===== src/rtl/core/rti_pkg.sv =====
// ----------------------------------------------------------------------------
// rti_pkg
// Shared types and constants for the ray/triangle intersection core.
// ----------------------------------------------------------------------------
`timescale 1ns / 1ps

package rti_pkg;

   // fraction bits of t
   localparam int T_FRAC = 16;

   // configuration register widths
   localparam int VERTEX_WIDTH   = 60;
   localparam int MATERIAL_WIDTH = 16;
   localparam int CSR_IDX_WIDTH  = 2;

   typedef enum logic [CSR_IDX_WIDTH-1:0] {
      CSR_VERTEX_A,
      CSR_VERTEX_B,
      CSR_VERTEX_C,
      CSR_MATERIAL
   } csr_index_type;

   // outcome of the determinant tests, travels with each ray
   typedef struct packed {
      logic da_zero;   // degenerate / parallel
      logic db_pos;    // beta > 0
      logic dg_pos;    // gamma > 0
      logic sum_ok;    // beta + gamma < 1
      logic dt_neg;    // sign of t
   } flags_type;

endpackage


===== src/rtl/core/rti_resolve.sv =====
// ----------------------------------------------------------------------------
// rti_resolve
// Signs and saturates t, then applies the interval and barycentric tests.
// ----------------------------------------------------------------------------
`timescale 1ns / 1ps

module rti_resolve #(
   parameter int T_WIDTH = 32
) (
   input  logic                        clock,
   input  logic                        reset,
   input  logic                        en,
   input  logic                        in_valid,
   input  logic [T_WIDTH-1:0]          quot,
   input  logic                        ovf,
   input  rti_pkg::flags_type          flags,
   input  logic signed [T_WIDTH-1:0]   tmin,
   input  logic signed [T_WIDTH-1:0]   tclose,
   output logic                        out_valid,
   output logic                        hit,
   output logic signed [T_WIDTH-1:0]   new_t
);

   localparam int TW = T_WIDTH;
   localparam logic [TW-1:0] T_MAX = {1'b0, {(TW-1){1'b1}}};
   localparam logic [TW-1:0] T_LOW = {1'b1, {(TW-1){1'b0}}};

   logic                 v_ff, ok_ff;
   logic signed [TW-1:0] t_in, t_ff, tmin_ff, tclose_ff;

   always_comb begin
      if (flags.dt_neg) begin
         t_in = (ovf || (quot > T_LOW)) ? T_LOW : (~quot + 1'b1);
      end else begin
         t_in = (ovf || quot[TW-1]) ? T_MAX : quot;
      end
   end

   always_ff @(posedge clock) begin
      if (reset) begin
         v_ff <= 1'b0;
      end else if (en) begin
         v_ff <= in_valid;
      end
   end

   always_ff @(posedge clock) begin
      if (en) begin
         t_ff      <= t_in;
         ok_ff     <= !flags.da_zero && flags.db_pos && flags.dg_pos && flags.sum_ok;
         tmin_ff   <= tmin;
         tclose_ff <= tclose;
      end
   end

   assign out_valid = v_ff;
   assign hit       = ok_ff && (t_ff > tmin_ff) && (t_ff < tclose_ff);
   assign new_t     = hit ? t_ff : tclose_ff;

endmodule


===== config.mk =====
export PLATFORM = sky130hd
export DESIGN_NAME = rti_resolve
export DESIGN_NICKNAME = d
export VERILOG_FILES = /design/src/rtl/core/rti_pkg.sv /design/src/rtl/core/rti_resolve.sv
export SDC_FILE = /design/constraint.sdc
export NUM_CORES = 1
export LEC_CHECK = 0
export BUFFER_PORTS_ARGS = -buffer_cell sky130_fd_sc_hd__buf_2
export CAP_MARGIN = 20
export CORE_ASPECT_RATIO = 1.4
export CORE_MARGIN = 5
export CORE_UTILIZATION = 59
export CTS_BUF_LIST = sky130_fd_sc_hd__clkbuf_16
export DETAILED_ROUTE_END_ITERATION = 8
export GPL_TIMING_DRIVEN = 0
export PLACE_DENSITY = 0.88
export SYNTH_ARGS = -nofsm -noshare
export SYNTH_HDL_FRONTEND = slang
export SYNTH_SLANG_ARGS = --single-unit

===== constraint.sdc =====
create_clock -name clock -period 9.1 [get_ports clock]
set_input_delay 0.91 -clock clock [delete_from_list [all_inputs] [get_ports clock]]
set_output_delay 0.91 -clock clock [all_outputs]
set_load 0.02 [all_outputs]

==> flow_metrics.env <==
export IMPL_start_util_pct=60.6
export IMPL_final_setup_viol_count=0
export IMPL_slew_violations=0
export IMPL_clk_latency_ns=0.34
export IMPL_numPortBuffers=137
export IMPL_worstPathArrival_ns=3.86
export IMPL_max_freq_mhz=210
export IMPL_cts_buffers=9
export IMPL_synthSimpleGateAreaFrac_pct=12.3
export IMPL_drc=0
export IMPL_first_global_vias=4994
export IMPL_final_cell_mix="buf_2, edfxtp_1, inv_1, ha_1, o21ai_0"
export IMPL_crit_required_ns=8.19
export IMPL_core_area_sq_mm=0.00995
export IMPL_cts_setup_buffers=0
export IMPL_final_nets=860
export IMPL_num_antenna_cells=0
export IMPL_netlist_instances=541
export IMPL_grtUsageMet3_pct=4.41
export IMPL_antenna_found_initial=0
export IMPL_grt_use_met2_pct=46.8
export IMPL_cts_tree="built"
export IMPL_wirelength_mm=16.1
export IMPL_synthesis_nets=711
export IMPL_vias=4964
export IMPL_h_tree_depth=3
export IMPL_p_leak_nw=3.13
export IMPL_ir_drop_mv=0.0983
export IMPL_finalCritPeriodShare_pct=52.4
export IMPL_ys_warnings_count=0
export IMPL_path_max_fanout=10
export IMPL_hold_path_class="reg -> reg"
export IMPL_fin_util_pct=72.6
export IMPL_synth_compound_area_share_pct=13.8
export IMPL_overflow=0
export IMPL_grt_pass1_wl_mm=24.7
export IMPL_drt_iter0_drc=342
export IMPL_num_rows=43
export IMPL_die_w_microns=95.5
export IMPL_area_growth_pct=19.7
export IMPL_clockBufferDepth=2
export IMPL_cts_root_buf="clkbuf_16"
export IMPL_stdcell_count=830
export IMPL_ios=140
export IMPL_synthAdderAreaFrac_pct=13.3
export IMPL_dieArea_sq_mm=0.0124
export IMPL_synthMuxAreaShare_pct=6.14
export IMPL_clkSinkCount=98
export IMPL_slew_headroom_pct=56.9
export IMPL_ant_nets=0
export IMPL_status="finished clean"
export IMPL_grt_usage_pct=26.4
export IMPL_gp_congestion=0.923
export IMPL_grtUsageMet1_pct=32.1
export IMPL_dr_pass1_iters=5
export IMPL_clkTransAtPathRegs_ns=0.07
export IMPL_grt_max_degree=57
export IMPL_hold_ws_ns=0.505
export IMPL_ys_types=56
export IMPL_mostFrequentLayoutCell="buf_2"
export IMPL_wl_per_cell_microns=19.4
export IMPL_ys_seq_area_share_pct=48.6
export IMPL_async_flop_share_pct=0
export IMPL_ys_flop_type="edfxtp_1"
export IMPL_synth_area_sq_mm=0.00604
export IMPL_worst_pin_slew_ns=0.647
export IMPL_crit_path_end_kind="output pin"
export IMPL_globalRoute_busiestLayer="met2"
export IMPL_cts_repair_resized=0
export IMPL_hold_viol_final=0
export IMPL_tns_ns=0
export IMPL_crit_path_start_kind="flop"
export IMPL_ys_ff_latch=98
export IMPL_holdBufCountCts=0
export IMPL_fin_skew_ns=0
export IMPL_dp_cells=814
export IMPL_dp_hpwl_mm=12.4
export IMPL_drive_above_1_share_pct=28.8
export IMPL_rsz0062_at_grt="no"
export IMPL_path_class="reg -> out"
export IMPL_p_total_w=0.00123
export IMPL_synth_area_per_cell_sq_um=11.2
export IMPL_synth_top_family_by_area="compound AO/OA/AOI/OAI gates"
export IMPL_synth_edf_count=97
export IMPL_synth_xor_area_share_pct=0.145
export IMPL_vias_per_cell=5.98
export IMPL_p_per_area_mw_per_mm2=170
export IMPL_die_h_microns=130
export IMPL_cap_violations=0
export IMPL_min_period_ns=4.77
## per-stage QoR
stage	instance area, sq um	setup slack (ns)
floorplan	6040	5.07
global placement	6890	4.51
detailed placement	6920	4.47
CTS	7220	4.33
global route	7220	4.10
finish	7220	4.33
## synth_stat cells (4+ instances only)
| cell type | count | area, sq um |
|---|---|---|
| o311a_1 | 10 | 100 |
| nor3_1 | 18 | 90.1 |
| ha_1 | 64 | 801 |
| nand4_1 | 8 | 50.1 |
| nor2_1 | 25 | 93.8 |
| mux2_2 | 32 | 360 |
| clkbuf_1 | 14 | 52.6 |
| o311ai_0 | 4 | 35.0 |
| a21oi_1 | 20 | 100 |
| nand2b_1 | 5 | 31.3 |
| or2_2 | 6 | 37.5 |
| or3_1 | 8 | 50.1 |
| edfxtp_1 | 97 | 2910 |
| inv_1 | 69 | 259 |
| nor4_1 | 6 | 37.5 |
| nand2_1 | 20 | 75.1 |
| or4_1 | 7 | 52.6 |
| nand3_1 | 8 | 40.0 |
| a31oi_1 | 12 | 75.1 |
| a21o_1 | 6 | 45.0 |
| o21ai_0 | 37 | 185 |
| o311ai_1 | 8 | 70.1 |
| nor3b_1 | 8 | 60.1 |
## final timing paths
check | start | endpoint | slack, ns | cells after the start
hold reg to reg | out_valid$_SDFFE_PP0P_ | out_valid$_SDFFE_PP0P_ | 0.50 | 2
setup reg to reg | out_valid$_SDFFE_PP0P_ | out_valid$_SDFFE_PP0P_ | 8.52 | 2
hold / removal | out_valid$_SDFFE_PP0P_ | out_valid$_SDFFE_PP0P_ | 0.50 | 2
setup / recovery | t_ff[15]$_DFFE_PP_ | new_t[14] | 4.33 | 11
## worst max-delay path, cell delays in order (launching register included)
cell      delay [ns]
edfxtp_1        0.46
ha_1            0.33
and4_1          0.24
nand4_1         0.10
or4_1           0.52
a311oi_1        0.33
o31a_1          0.16
o21ai_0         0.10
inv_1           0.19
buf_1           0.51
mux2_2          0.41
buf_2           0.16
## layer usage
| metal | up-vias | wire length [microns] |
|---|---|---|
| li1 | 2363 | - |
| met1 | 2361 | 6320 |
| met2 | 215 | 8460 |
| met3 | 25 | 1000 |
| met4 | 0 | 331 |
| met5 | - | 0 |
## state kept, by name, summed over array words and instances (netlist names)
register	count
tclose_ff	32
tmin_ff	32
ok_ff	1
t_ff	32
out_valid	1
## final cells by class
class | instances | area (sq um)
Sequential cell | 98 | 2930
Multi-Input combinational cell | 353 | 2760
Fill cell | 703 | 2730
Timing Repair Buffer | 138 | 716
Inverter | 70 | 263
Clock buffer | 9 | 225
Tap cell | 135 | 169
Buffer | 20 | 85.1
Clock inverter | 7 | 76.3
## kinds of logic (layout without fill, tap and decap cells)
kind of cell	count (synthesis)	in the layout
and+or+nand+nor	134	134
xor gates and xnor gates	1	1
buffers and inverters	90	244
AOI/OAI and AO/OA	121	121
adders and majority gates	64	64
DFF	98	98
muxes	33	33
## where the power goes
group,total [W],switching [W],internal [W]
Combinational,0.000277,0.000161,0.000116
Clock,0.000386,0.000170,0.000216
Sequential,0.000566,0.0000252,0.000541
(Power assumes the default switching activity.)
